[config.mk]
export PLATFORM = sky130hd
export DESIGN_NAME = ltaf_front
export DESIGN_NICKNAME = d
export VERILOG_FILES = /design/src/hdl/ltaf_pkg.sv /design/src/hdl/ltaf_front.sv
export SDC_FILE = /design/constraint.sdc
export NUM_CORES = 2
export LEC_CHECK = 0
export ABC_AREA = 1
export BUFFER_PORTS_ARGS = -buffer_cell sky130_fd_sc_hd__buf_2
export CORE_MARGIN = 2
export CORE_UTILIZATION = 45
export DETAILED_ROUTE_END_ITERATION = 8
export GPL_TIMING_DRIVEN = 0
export PLACE_DENSITY = 0.68
export SLEW_MARGIN = 15
export SYNTH_ARGS = -nofsm -noshare
export SYNTH_HDL_FRONTEND = slang
export SYNTH_SLANG_ARGS = --single-unit
[constraint.sdc]
create_clock -name clk_i -period 6.45 [get_ports clk_i]
set_input_delay 0.645 -clock clk_i [delete_from_list [all_inputs] [get_ports clk_i]]
set_output_delay 0.645 -clock clk_i [all_outputs]
set_load 0.005 [all_outputs]
[src/hdl/ltaf_pkg.sv]
// Package for the leak trend alert filter: shared types and constants.
// No dependencies.
`default_nettype none
package ltaf_pkg;
  localparam int WinMax = 64;
  localparam int SlotW = 6;
  localparam int CntW = 7;

  localparam logic [1:0] CmdDet = 2'd0;
  localparam logic [1:0] CmdEof = 2'd1;
  localparam logic [1:0] CmdClr = 2'd2;

  localparam logic [2:0] RsnNone = 3'd0;
  localparam logic [2:0] RsnCand = 3'd1;
  localparam logic [2:0] RsnRise = 3'd2;
  localparam logic [2:0] RsnDown = 3'd3;
  localparam logic [2:0] RsnConf = 3'd4;
  localparam logic [2:0] RsnFew = 3'd5;

  // Work handed from the front part to the back part.
  typedef struct packed {
    logic        clr;
    logic [9:0]  cnt;
    logic [31:0] area;
    logic [55:0] wsum;
    logic [15:0] peak;
  } job_t;

  typedef struct packed {
    logic        level;
    logic [9:0]  det_count;
    logic [6:0]  hit_frames;
    logic [31:0] frame_area;
    logic [15:0] weighted_row;
    logic [15:0] peak_score;
    logic        window_full;
    logic        area_rising;
    logic        moving_down;
    logic [2:0]  reason_code;
  } res_t;
endpackage
`default_nettype wire

[src/hdl/ltaf_front.sv]
// Front part: accumulates detections of a frame and queues frame jobs.
// Depends on ltaf_pkg.
`default_nettype none
module ltaf_front (
  input  wire logic          clk_i,
  input  wire logic          rst_ni,
  input  wire logic          valid_i,
  output logic               ready_o,
  input  wire logic [1:0]    cmd_i,
  input  wire logic [23:0]   area_i,
  input  wire logic [15:0]   row_pos_i,
  input  wire logic [15:0]   score_i,
  output logic               job_valid_o,
  input  wire logic          job_ready_i,
  output ltaf_pkg::job_t     job_o
);
  logic [31:0] sa_q, sa_d;
  logic [55:0] sw_q, sw_d;
  logic [9:0]  ic_q, ic_d;
  logic [15:0] ms_q, ms_d;
  // Two-entry queue of jobs.
  ltaf_pkg::job_t qm_q [2];
  logic [1:0] qn_q, qn_d;
  logic       rp_q, wp_q;
  logic [39:0] prod;
  logic [32:0] s;
  logic [56:0] w;
  logic acc, push, pop;
  ltaf_pkg::job_t nj;

  assign ready_o = (qn_q != 2'd2);
  assign acc = valid_i && ready_o;
  assign push = acc && (cmd_i == ltaf_pkg::CmdEof || cmd_i == ltaf_pkg::CmdClr);
  assign pop = job_valid_o && job_ready_i;
  assign job_valid_o = (qn_q != 2'd0);
  assign job_o = qm_q[rp_q];

  always_comb begin
    prod = {16'd0, area_i} * {24'd0, row_pos_i};
    s = {1'b0, sa_q} + {9'd0, area_i};
    w = {1'b0, sw_q} + {17'd0, prod};
    sa_d = sa_q; sw_d = sw_q; ic_d = ic_q; ms_d = ms_q;
    nj.clr = (cmd_i == ltaf_pkg::CmdClr);
    nj.cnt = ic_q; nj.area = sa_q; nj.wsum = sw_q; nj.peak = ms_q;
    if (acc && cmd_i == ltaf_pkg::CmdDet) begin
      sa_d = s[32] ? 32'hFFFF_FFFF : s[31:0];
      sw_d = w[56] ? {56{1'b1}} : w[55:0];
      if (ic_q != 10'd1023) ic_d = ic_q + 10'd1;
      if (score_i > ms_q) ms_d = score_i;
    end else if (acc && cmd_i == ltaf_pkg::CmdEof) begin
      sa_d = '0; sw_d = '0; ic_d = '0; ms_d = '0;
    end
    qn_d = qn_q + {1'b0, push} - {1'b0, pop};
  end

  always_ff @(posedge clk_i or negedge rst_ni) begin
    if (!rst_ni) begin
      sa_q <= '0; sw_q <= '0; ic_q <= '0; ms_q <= '0;
      qn_q <= '0; rp_q <= 1'b0; wp_q <= 1'b0;
    end else begin
      sa_q <= sa_d; sw_q <= sw_d; ic_q <= ic_d; ms_q <= ms_d;
      qn_q <= qn_d;
      if (push) wp_q <= ~wp_q;
      if (pop) rp_q <= ~rp_q;
    end
  end

  always_ff @(posedge clk_i) begin
    if (push) qm_q[wp_q] <= nj;
  end
endmodule
`default_nettype wire

==> flow_summary.toml <==
[setup_path]
r2r-start = "sw_q[14]"
worstSetupStartpointType = "input port"
worst-path-max-fanout = 10
crit_start = "row_pos_i[12]"
end_kind = "flip-flop"
r2r.worst_path.cells = 20
ff2ff_setup_slack_ns = 1.40
timing.rr.end = "sw_q[37]"
worst_ep_required_time_ns = 6.90
worst-endpoint-arrival_ns = 6.79
crit_path_end = "sw_q[16]"
timing_worst_setup_path_type = "in2reg"

[run_status]
status = "completed"

[floorplanning]
design.portCount = 179
die_w_um = 270.7
design.die.area_um2 = 73280
initial_standard_cell_utilization_of_the_core_pct = 45.55
die_height_um = 270.7
fp.coreArea_um2 = 70270
placement_row_count = 97

[drt]
drt-vias-per-instance = 4.950
drt-total-wl_um = 96770
drt-pass1-iter-count = 6
drt_first_iter_violations = 2141
route.detailed.wl_per_inst_um = 18.58
routed-via-count = 25790
drc_errors = 0
antenna_violating_nets_post_route = 0

[synth]
synth_edf_count = 230
synth_cell_type_count = 53
ys.warnings.count = 0
synth.avg_cell_area_um2 = 7.937
postSynthNetCount = 4606
async_flop_share_pct = 33.91
ys.flop_type = "sky130_fd_sc_hd__edfxtp_1"
synth-adder-area-share_pct = 28.11
post_synth_xor_area_fraction_pct = 1.231
synth_compound_area_share_pct = 2.728
post_synth_and_or_nand_nor_area_fraction_pct = 23.91
synth-seq-cells = 348
yosys-mux-area-fraction_pct = 0
synthesis.area_um2 = 32010
synth-seq-area-share_pct = 30.80
syn_inst = 4033
synth_top_family_by_area = "adder cells"

[timing]
slew_violations = 0
rsz0062_at_grt = "false"
maxClockFrequency_mhz = 157.5
worst-slew-pin-transition_ns = 0.9292
finalHoldViolCount = 0
timing.final.setup_violations = 0
headroom_to_the_max_slew_limit_pct = 38.05
layout_min_cycle_time_ns = 6.348
fin_skew_ns = 0.03844
period_share_pct = 98.42

[placed_design]
dp_cells = 5161
place.port_buffers = 178
detailed_place_hpwl_um = 79210
detailed_place.area_um2 = 34320
place.gp.congestion = 0.9899

[clock_tree]
clockRootBuffer = "sky130_fd_sc_hd__clkbuf_16"
insertion_delay_ns = 0.59
cts-root-to-sink-buffers = 3
cts_num_sinks = 348
numCtsBuffers = 38
clkTransAtPathRegs_ns = 0.06
cts_htree_levels = 2
tritoncts = "built"

[layout]
layout_common_cells = "1,492 x sky130_fd_sc_hd__nand2_1, 937 x sky130_fd_sc_hd__inv_1, 347 x sky130_fd_sc_hd__fa_1"
final-seq-area_um2 = 9859
layout.core_utilization_pct = 50.87
cell_area_after_layout_um2 = 35740
flow.area_growth_from_synthesis_pct = 11.66
finish.net_count = 4812
multi_input_gate_area_um2 = 17940
mostFrequentLayoutCell = "sky130_fd_sc_hd__nand2_1"
final.fill_count = 6766
final-instance-count-excl-fill = 5209
insertedDiodeCount = 0
drive_gt1_share_pct = 9.885

[grt]
via_count_of_the_first_global_routing_pass = 25610
grt-ovfl-total = 0
antenna_violations_before_repair = 0
grt_start_max_net_pins = 73
grt_first_pass_wirelength_um = 150600
global_route.usage.total_pct = 27.09

[worst_hold_path]
type_of_the_worst_min_delay_path = "in2async"

[flow_run]
max-cap-violations = 0
[through the flow]
stage	hold slack [ns]	setup TNS [ns]	worst slack (ns)
after CTS	0.01481	0	0.008139
after global placement	0.4473	-831.67	-3.447
after floorplan	0.3494	0	0.01701
final	0.01099	0	0.1020
after global routing	0.04060	0	0.003595
after detailed placement	0.4531	-55.22	-1.194
[what timing repair did]
| item | CTS | global route |
|---|---|---|
| hold endpoints to repair | 0 | 0 |
| resized for setup | 41 | 96 |
| buffers inserted | 0 | 2 |
| hold buffers | 0 | 0 |
| setup endpoints to repair | 56 | 56 |
| cloned | 0 | 0 |
| pin swaps | 0 | 1 |
[Yosys cell counts, types with 2 or more instances]
cell | instances | share of area (%)
sky130_fd_sc_hd__a21oi_2 | 3 | 0.082
sky130_fd_sc_hd__nand2_2 | 17 | 0.33
sky130_fd_sc_hd__nand3_1 | 129 | 2.0
sky130_fd_sc_hd__o21ai_1 | 19 | 0.30
sky130_fd_sc_hd__nor3_4 | 2 | 0.10
sky130_fd_sc_hd__xnor2_1 | 27 | 0.74
sky130_fd_sc_hd__dfrtp_1 | 118 | 9.2
sky130_fd_sc_hd__a31oi_1 | 2 | 0.039
sky130_fd_sc_hd__nand3_4 | 2 | 0.11
sky130_fd_sc_hd__xor2_1 | 18 | 0.49
sky130_fd_sc_hd__nand2_1 | 1492 | 17
sky130_fd_sc_hd__nand3_2 | 25 | 0.78
sky130_fd_sc_hd__buf_6 | 8 | 0.28
sky130_fd_sc_hd__nor2_1 | 141 | 1.7
sky130_fd_sc_hd__clkbuf_1 | 114 | 1.3
sky130_fd_sc_hd__o22ai_1 | 3 | 0.059
sky130_fd_sc_hd__inv_2 | 22 | 0.26
sky130_fd_sc_hd__nand4_1 | 15 | 0.29
sky130_fd_sc_hd__o21bai_1 | 3 | 0.070
sky130_fd_sc_hd__nor2_2 | 9 | 0.18
sky130_fd_sc_hd__a21boi_0 | 2 | 0.047
sky130_fd_sc_hd__nor3_1 | 17 | 0.27
sky130_fd_sc_hd__inv_1 | 937 | 11
sky130_fd_sc_hd__or2_2 | 3 | 0.059
sky130_fd_sc_hd__buf_12 | 3 | 0.19
sky130_fd_sc_hd__a21oi_1 | 65 | 1.0
sky130_fd_sc_hd__edfxtp_1 | 230 | 22
sky130_fd_sc_hd__a21o_1 | 2 | 0.047
sky130_fd_sc_hd__o21a_1 | 4 | 0.094
sky130_fd_sc_hd__buf_1 | 3 | 0.035
sky130_fd_sc_hd__nand2_4 | 5 | 0.18
sky130_fd_sc_hd__fa_1 | 347 | 22
sky130_fd_sc_hd__ha_1 | 164 | 6.4
sky130_fd_sc_hd__o21ai_2 | 2 | 0.055
sky130_fd_sc_hd__buf_2 | 5 | 0.078
sky130_fd_sc_hd__o21ai_0 | 53 | 0.83
sky130_fd_sc_hd__nor4_1 | 3 | 0.059
sky130_fd_sc_hd__nor2_4 | 3 | 0.11
sky130_fd_sc_hd__clkinv_1 | 2 | 0.023
[cells by family (layout without fill, tap and decap cells)]
family                   Yosys count  in the layout
AO/OA/AOI/OAI                    162            162
XOR/XNOR                          45             45
adder cells (fa/ha/maj)          511            511
buffers and inverters           1095           1331
flip-flops                       348            348
AND/OR/NAND/NOR                 1872           1872
[how the worst min path moves through the flow]
stage                              to    start  depth (start not counted)
after floorplan               ic_q[0]   rst_ni                          0
after global placement    qm_q[1][24]  sw_q[8]                          0
after detailed placement  qm_q[1][20]  sw_q[4]                          0
after CTS                     ms_q[5]   rst_ni                          1
after global routing          ms_q[5]   rst_ni                          1
final                         ms_q[5]   rst_ni                          1
[worst max-delay path, cell delays in order]
cell and delay (ns):
sky130_fd_sc_hd__buf_2 0.22, sky130_fd_sc_hd__clkbuf_1 0.55, sky130_fd_sc_hd__nand2_1 0.15, sky130_fd_sc_hd__fa_1 0.52
sky130_fd_sc_hd__inv_1 0.06, sky130_fd_sc_hd__fa_1 0.55, sky130_fd_sc_hd__fa_1 0.43, sky130_fd_sc_hd__fa_1 0.49
sky130_fd_sc_hd__fa_1 0.49, sky130_fd_sc_hd__inv_1 0.05, sky130_fd_sc_hd__fa_1 0.50, sky130_fd_sc_hd__inv_1 0.05
sky130_fd_sc_hd__ha_1 0.38, sky130_fd_sc_hd__nand2_1 0.10, sky130_fd_sc_hd__nand2_1 0.08, sky130_fd_sc_hd__nand2_1 0.07
sky130_fd_sc_hd__nand2_1 0.06, sky130_fd_sc_hd__nand2_1 0.06, sky130_fd_sc_hd__nand2_1 0.13, sky130_fd_sc_hd__inv_1 0.14
sky130_fd_sc_hd__nand3_4 0.15, sky130_fd_sc_hd__nand2_4 0.13, sky130_fd_sc_hd__inv_6 0.04, sky130_fd_sc_hd__nor2_8 0.23
sky130_fd_sc_hd__buf_12 0.22, sky130_fd_sc_hd__nand2_2 0.06, sky130_fd_sc_hd__nand2_1 0.13, sky130_fd_sc_hd__o21ai_1 0.10
[state kept, by name, indices dropped and copies added (netlist names)]
register and cells:
sw_q 56, wp_q 1, ms_q 16, ic_q 10
sa_q 32, rp_q 1, qm_q 230, qn_q 2
[layer usage]
layer / share of wire (%) / vias to the layer above / routed length, um / track usage (%)
met1: 42 / 12330 / 41040 / 36.65
met3: 7.2 / 195 / 6971 / 4.109
met4: 4.2 / 0 / 4034 / 11.18
met5: 0 / - / 0 / 0
li1: - / 12320 / - / -
met2: 46 / 947 / 44730 / 43.61
[area by class of cell]
type / instances / share of cell area (%)
plain buffers: 109 / 1.827
clock buffers: 44 / 2.839
clock inverters: 26 / 0.8506
inverters: 962 / 10.12
multi-input cells: 2590 / 50.20
flip-flops and latches: 348 / 27.58
well taps: 940 / 3.290
repair buffers: 190 / 3.294
Power is not shown: default switching activity piles up to over one toggle a cycle in this logic, so the estimate is an artifact.
