## config.mk

```make
export PLATFORM = sky130hd
export DESIGN_NAME = ltaf_back
export DESIGN_NICKNAME = d
export VERILOG_FILES = /design/src/hdl/ltaf_pkg.sv /design/src/hdl/ltaf_back.sv
export SDC_FILE = /design/constraint.sdc
export NUM_CORES = 2
export LEC_CHECK = 0
export BUFFER_PORTS_ARGS = -buffer_cell sky130_fd_sc_hd__buf_2
export CORE_MARGIN = 1
export CORE_UTILIZATION = 30
export DETAILED_ROUTE_END_ITERATION = 10
export PLACE_DENSITY_LB_ADDON = 0.08
export REMOVE_ABC_BUFFERS = 1
export SLEW_MARGIN = 40
export SYNTH_ARGS = -nofsm -noshare
export SYNTH_HDL_FRONTEND = slang
export SYNTH_SLANG_ARGS = --single-unit
export TNS_END_PERCENT = 10
```

## constraint.sdc

```tcl
create_clock -name clk_i -period 16.05 [get_ports clk_i]
set_clock_uncertainty 0.15 [all_clocks]
set_input_delay 1.605 -clock clk_i [delete_from_list [all_inputs] [get_ports clk_i]]
set_output_delay 1.605 -clock clk_i [all_outputs]
set_load 0.1 [all_outputs]
```

## src/hdl/ltaf_pkg.sv

```systemverilog
// Package for the leak trend alert filter: shared types and constants.
// No dependencies.
`default_nettype none
package ltaf_pkg;
  localparam int WinMax = 64;
  localparam int SlotW = 6;
  localparam int CntW = 7;

  localparam logic [1:0] CmdDet = 2'd0;
  localparam logic [1:0] CmdEof = 2'd1;
  localparam logic [1:0] CmdClr = 2'd2;

  localparam logic [2:0] RsnNone = 3'd0;
  localparam logic [2:0] RsnCand = 3'd1;
  localparam logic [2:0] RsnRise = 3'd2;
  localparam logic [2:0] RsnDown = 3'd3;
  localparam logic [2:0] RsnConf = 3'd4;
  localparam logic [2:0] RsnFew = 3'd5;

  // Work handed from the front part to the back part.
  typedef struct packed {
    logic        clr;
    logic [9:0]  cnt;
    logic [31:0] area;
    logic [55:0] wsum;
    logic [15:0] peak;
  } job_t;

  typedef struct packed {
    logic        level;
    logic [9:0]  det_count;
    logic [6:0]  hit_frames;
    logic [31:0] frame_area;
    logic [15:0] weighted_row;
    logic [15:0] peak_score;
    logic        window_full;
    logic        area_rising;
    logic        moving_down;
    logic [2:0]  reason_code;
  } res_t;
endpackage
`default_nettype wire

```

## src/hdl/ltaf_back.sv

```systemverilog
// Back part: divides for the centroid, updates the history ring, tests trends.
// Depends on ltaf_pkg.
`default_nettype none
module ltaf_back (
  input  wire logic          clk_i,
  input  wire logic          rst_ni,
  input  wire logic          job_valid_i,
  output logic               job_ready_o,
  input  wire ltaf_pkg::job_t job_i,
  input  wire logic [6:0]    window_length_i,
  input  wire logic [6:0]    min_hit_frames_i,
  input  wire logic [15:0]   growth_ratio_i,
  input  wire logic [15:0]   down_offset_i,
  output logic               res_valid_o,
  input  wire logic          res_ready_i,
  output ltaf_pkg::res_t     res_o
);
  typedef enum logic [6:0] {
    SIdle = 7'b0000001, SDiv = 7'b0000010, STrim = 7'b0000100,
    SWrite = 7'b0001000, SRdOld = 7'b0010000, SCmp = 7'b0100000,
    SOut = 7'b1000000
  } state_e;
  state_e st_q, st_d;

  logic [31:0] area_mem [ltaf_pkg::WinMax];
  logic [15:0] row_mem [ltaf_pkg::WinMax];
  logic        hit_mem [ltaf_pkg::WinMax];

  ltaf_pkg::job_t jb_q;
  logic [55:0] rem_q;
  logic [55:0] quo_q;
  logic [5:0]  dc_q;
  logic [ltaf_pkg::SlotW-1:0] ws_q;
  logic [ltaf_pkg::CntW-1:0]  fl_q, ht_q;
  logic [6:0]  win;
  logic [15:0] cen_q;
  logic [ltaf_pkg::SlotW-1:0] ra;
  logic [31:0] ard_q;
  logic [15:0] rrd_q;
  logic        hrd_q;
  logic        trim_pend_q;
  logic [47:0] lhs, rhs;
  logic [16:0] rsum;
  logic        rise, down;
  logic [56:0] trial;
  ltaf_pkg::res_t res_q;
  logic [15:0] newest_row_q;
  logic [31:0] newest_area_q;

  always_comb begin
    win = window_length_i;
    if (win == 7'd0) win = 7'd1;
    if (win > 7'(ltaf_pkg::WinMax)) win = 7'(ltaf_pkg::WinMax);
    // Oldest entry is fl entries behind the write slot.
    ra = ws_q - fl_q[ltaf_pkg::SlotW-1:0];
    trial = {rem_q, quo_q[55]} - {25'd0, jb_q.area};
    lhs = {8'd0, newest_area_q, 8'd0};
    rhs = 48'(ard_q) * 48'(growth_ratio_i);
    rsum = {1'b0, rrd_q} + {1'b0, down_offset_i};
    rise = (lhs > rhs);
    down = ({1'b0, newest_row_q} > rsum);
  end

  assign job_ready_o = (st_q == SIdle);
  assign res_valid_o = (st_q == SOut);
  assign res_o = res_q;

  always_comb begin
    st_d = st_q;
    unique case (st_q)
      SIdle:  if (job_valid_i) st_d = job_i.clr ? SIdle : SDiv;
      SDiv:   if (dc_q == 6'd55) st_d = STrim;
      STrim:  if (fl_q < win && !trim_pend_q) st_d = SWrite;
      SWrite: st_d = SRdOld;
      SRdOld: st_d = SCmp;
      SCmp:   st_d = SOut;
      SOut:   if (res_ready_i) st_d = SIdle;
      default: st_d = SIdle;
    endcase
  end

  always_ff @(posedge clk_i or negedge rst_ni) begin
    if (!rst_ni) begin
      st_q <= SIdle; ws_q <= '0; fl_q <= '0; ht_q <= '0; trim_pend_q <= 1'b0;
    end else begin
      st_q <= st_d;
      if (st_q == SIdle && job_valid_i && job_i.clr) begin
        ws_q <= '0; fl_q <= '0; ht_q <= '0;
      end
      if (st_q == STrim) begin
        // A dropped entry's hit comes from a registered read at its address.
        if (trim_pend_q) begin
          ht_q <= ht_q - {6'd0, hrd_q};
          fl_q <= fl_q - 7'd1;
          trim_pend_q <= 1'b0;
        end else if (fl_q >= win) begin
          trim_pend_q <= 1'b1;
        end
      end
      if (st_q == SWrite) begin
        ws_q <= ws_q + 6'd1;
        fl_q <= fl_q + 7'd1;
        ht_q <= ht_q + {6'd0, (jb_q.cnt != 10'd0)};
      end
    end
  end

  always_ff @(posedge clk_i) begin
    ard_q <= area_mem[ra];
    rrd_q <= row_mem[ra];
    hrd_q <= hit_mem[ra];
    if (st_q == SWrite) begin
      area_mem[ws_q] <= jb_q.area;
      row_mem[ws_q] <= cen_q;
      hit_mem[ws_q] <= (jb_q.cnt != 10'd0);
    end
  end

  always_ff @(posedge clk_i) begin
    if (st_q == SIdle && job_valid_i) begin
      jb_q <= job_i;
      rem_q <= '0;
      quo_q <= job_i.wsum;
      dc_q <= '0;
    end
    if (st_q == SDiv) begin
      // Restoring division, one quotient bit a cycle.
      dc_q <= dc_q + 6'd1;
      if (!trial[56]) begin
        rem_q <= trial[55:0];
        quo_q <= {quo_q[54:0], 1'b1};
      end else begin
        rem_q <= {rem_q[54:0], quo_q[55]};
        quo_q <= {quo_q[54:0], 1'b0};
      end
    end
    if (st_q == STrim) begin
      if (jb_q.area == 32'd0) cen_q <= '0;
      else if (quo_q[55:16] != 40'd0) cen_q <= 16'hFFFF;
      else cen_q <= quo_q[15:0];
    end
    if (st_q == SWrite) begin
      newest_area_q <= jb_q.area;
      newest_row_q <= cen_q;
    end
    if (st_q == SCmp) begin
      res_q.level <= 1'b0;
      res_q.det_count <= jb_q.cnt;
      res_q.hit_frames <= ht_q;
      res_q.frame_area <= jb_q.area;
      res_q.weighted_row <= cen_q;
      res_q.peak_score <= jb_q.peak;
      res_q.window_full <= (fl_q >= win);
      res_q.area_rising <= 1'b0;
      res_q.moving_down <= 1'b0;
      res_q.reason_code <= (jb_q.cnt != 10'd0) ? ltaf_pkg::RsnCand : ltaf_pkg::RsnNone;
      if (fl_q >= win) begin
        res_q.area_rising <= rise;
        res_q.moving_down <= down;
        if (ht_q >= min_hit_frames_i) begin
          if (rise) begin
            res_q.level <= 1'b1; res_q.reason_code <= ltaf_pkg::RsnRise;
          end else if (down) begin
            res_q.level <= 1'b1; res_q.reason_code <= ltaf_pkg::RsnDown;
          end else begin
            res_q.reason_code <= ltaf_pkg::RsnConf;
          end
        end else begin
          res_q.reason_code <= ltaf_pkg::RsnFew;
        end
      end
    end
  end
endmodule
`default_nettype wire

```

==> flow_summary.yaml <==
outcome:
  status: "finished clean"
layout:
  drive_above_1_share: 0.245
  synthToLayoutAreaGrowth_pct: 16.0
  fillCellCount: 47600
  multi_input_area_sq_um: 45500
  fin_nets: 9555
  regArea_sq_um: 106000
hold_path:
  hold_depth: 0
  hold_path_class: "reg -> reg"
  hp-start: "jb_q[15]"
  hold_path_end: "res_o[21]"
detailed_routing:
  wl_per_cell_um: 29.6
  viasPerCell: 4.98
  postRouteWirelength_um: 467000
  drcViolationCount: 0
  dr.first_iter.drc_count: 6080
  vias: 78600
  antenna_left: 0
  drt_pass1_iterations: 7
synth:
  async_flop_share: 0.00791
  synth-seq-area-share: 0.686
  synth.distinct_cells: 86
  synthFlopType: "edfxtp_1"
  synth_edf_count: 3463
  ys_ff_latch: 3540
  yosysWarningCount: 0
  postSynthCellCount: 8176
  avgSynthCellArea_sq_um: 18.9
  synthesis.area_sq_um: 154000
timing:
  setup_tns_ns: 0
  final-hold-violation-count: 0
  rsz0062_at_grt: "no"
  drv_slew: 0
  worst_pin_slew_ns: 0.926
  period_needed_ns: 10.29
  relSlewSlack: 0.379
  fmax_ghz: 0.0972
  fin_crit_sh: 0.641
  setup_violations: 0
critical_path:
  r2r_cells: 31
  path_common_cell: "fa_1"
  r2r-end: "res_o[0]"
  cp_slowest_cell: "fa_1"
  cp-end-kind: "register"
  critPathTopFamily: "adder cells"
  rr_startpoint: "ard_q[11]"
  r2r_slack_ns: 6.34
  critical_path_arrival_ns: 10.84
  startpoint_type: "input port"
  critical_path_buf_inv_count: 7
  required_ns: 16.60
  critPathKind: "in -> reg"
  critPathMaxStageDelay_ns: 0.59
  crit_path_max_fanout: 32
global_route:
  grt_use_total: 0.179
  grt_pass1_vias: 84900
  antenna_found_initial: 33
  grt_max_degree: 100
  overflow: 0
  grt_pass1_wl_um: 663000
clocking:
  clk_path_buf_depth: 4
  post_cts_resized: 0
  insertion_delay_ns: 1.00
  cts_setup_buffers: 0
  ctsHtreeMaxLevel: 5
  cts_hold_buf: 0
  clock-root-buffer: "clkbuf_16"
  cts_tree: "done"
  cts_buffers: 391
  path_clk_slew_ns: 0.06
  cts_num_sinks: 3540
floorplanning:
  die_y_um: 719
  fp.coreArea_sq_um: 510000
  ios: 255
  start_util: 0.302
  design.die.area_sq_um: 517000
  die_x_um: 719
  fp-row-count: 262
power_and_ir_drop:
  power.share.sequential: 0.435
  p_leak_nw: 63.3
  internal_power_mw: 16.7
  p_switching_mw: 6.26
  comb_power_share: 0.178
  power_density_nw_per_um2: 128
  ir_drop_mv: 0.146
  p_total_mw: 22.9
  swShare: 0.273
  clockPowerShare: 0.386
place:
  dp_hpwl_um: 274000
  gp_congestion: 0.761
  numPortBuffers: 254
job:
  cap_violations: 0
[sequential cells by signal, indices dropped and copies added, names as in the netlist]
name,cells
row_mem,1024
newest_area_q,32
ard_q,32
res_o,87
cen_q,16
ws_q,6
trim_pend_q,1
hit_mem,64
hrd_q,1
st_q,7
rrd_q,16
dc_q,6
ht_q,7
fl_q,7
quo_q,56
jb_q,58
newest_row_q,16
area_mem,2048
rem_q,56
[metrics by stage]
stage | utilization | worst slack (ns) | hold WS [ns] | cell area [sq um] | instances
CTS | 0.349 | 5.84 | 0.268 | 178000 | 15800
global placement | 0.323 | 4.14 | 0.251 | 165000 | 15000
detailed placement | 0.325 | 4.81 | 0.255 | 166000 | 15000
global route | 0.350 | 5.34 | 0.270 | 179000 | 15800
finish | 0.350 | 5.76 | 0.267 | 179000 | 15800
floorplan | - | -16.15 | 0.250 | 153000 | 7783
[metal layers]
| layer | GRT usage | vias to the layer above | routed length, um |
|---|---|---|---|
| met5 | 0 | - | 13 |
| met4 | 0.0332 | 2 | 8530 |
| met3 | 0.0213 | 518 | 18900 |
| met2 | 0.312 | 1789 | 235000 |
| met1 | 0.244 | 43200 | 205000 |
| li1 | - | 33100 | - |
[cell families (layout without fill, tap and decap cells)]
| kind of cell | after synthesis | count (layout) | synth area share |
|---|---|---|---|
| AO/OA/AOI/OAI | 559 | 559 | 0.0230 |
| XOR/XNOR | 98 | 98 | 0.00569 |
| adder cells (fa/ha/maj) | 664 | 664 | 0.0744 |
| buffers and inverters | 957 | 1829 | 0.0239 |
| flip-flops | 3540 | 3540 | 0.686 |
| multiplexers | 1040 | 1040 | 0.147 |
| other | 0 | 13 | 0 |
| AND/OR/NAND/NOR | 1318 | 1318 | 0.0403 |
[worst reg2reg max path, delay by kind of cell, from the launching register on]
kind            cells  cell delay, ns
fa+ha+maj           8            3.78
simple gates        9            2.12
flops               1            0.74
compound gates      9            2.02
buf+inv             4            0.45
xor+xnor            1            0.18
[cell usage in the layout (no fill, tap or decap), types with 18 or more instances in the layout]
cell type and instances:
xor2_1 37, xnor2_1 55, mux4_2 980, buf_16 18, nand4_1 37, a211oi_1 39, buf_2 249, buf_4 199
nand3_1 46, dfxtp_1 41, buf_6 48, fa_1 420, nor3_1 32, dfrtp_1 27, nor2_1 109, a21o_1 59
ha_1 242, buf_12 29, edfxtp_1 3463, o21ai_0 84, inv_1 563, mux2i_1 59, and2_1 182, nor2b_1 65
clkbuf_16 397, clkinv_2 67, nor4_1 38, clkbuf_1 83, nand2_1 640, a21oi_1 213, clkinv_1 90, bufinv_16 31
a211oi_2 25, nor2_4 64, nand2b_1 24
[cell type report]
type / count / area share
Antenna cell: 13 / 0.000182
Clock buffer: 492 / 0.0583
Multi-Input combinational cell: 3679 / 0.255
Inverter: 564 / 0.0119
Tap cell: 6732 / 0.0471
Timing Repair Buffer: 550 / 0.0250
Sequential cell: 3540 / 0.591
Clock inverter: 223 / 0.0117
[power by group through the flow]
stage | clock [mW] | combinational [mW] | sequential [mW]
6_report | 8.86 | 4.09 | 9.99
3_3_place_gp | 0 | 4.12 | 10.2
4_1_cts | 9.12 | 4.13 | 9.99
3_5_place_dp | 0 | 4.09 | 10.2
2_1_floorplan | 0 | 2.86 | 10.2
5_1_grt | 9.44 | 4.66 | 9.98
[how the worst max path moves through the flow]
stage               end  slack (ns)  cells past startpoint               from
4_1_cts        res_o[0]        5.84                     32  growth_ratio_i[1]
5_1_grt        res_o[0]        5.34                     34  growth_ratio_i[7]
2_1_floorplan  ard_q[0]      -16.15                      7            ws_q[0]
3_5_place_dp   res_o[0]        4.81                     32  growth_ratio_i[1]
3_3_place_gp   res_o[0]        4.14                     31  growth_ratio_i[1]
6_report       res_o[0]        5.76                     34  growth_ratio_i[7]
[synthesized netlist by cell type (11+ instances only)]
library cell     n  share of area
nor2b_1         65         0.0026
and2_1         183         0.0074
a211oi_1        62         0.0030
nand4_1         37         0.0015
a21oi_1        215         0.0070
dfxtp_1         49         0.0064
buf_2           23        0.00075
xor2_1          38         0.0022
dfrtp_1         27         0.0044
o21bai_1        16        0.00078
o31ai_1         13        0.00063
mux2i_1         60         0.0039
edfxtp_1      3463           0.67
ha_1           243          0.020
nor2_1         173         0.0042
xnor2_1         59         0.0034
o21ai_0         84         0.0027
nand2b_1        25         0.0010
or3_1           17        0.00069
buf_1           88         0.0021
fa_1           421          0.055
nor3_1          33         0.0011
clkbuf_1       273         0.0066
nand2_1        640          0.016
a21o_1          59         0.0029
mux4_2         980           0.14
nand3_1         48         0.0016
nor4_1          39         0.0016
inv_1          563          0.014
a31oi_1         11        0.00045
(Power assumes the default switching activity.)
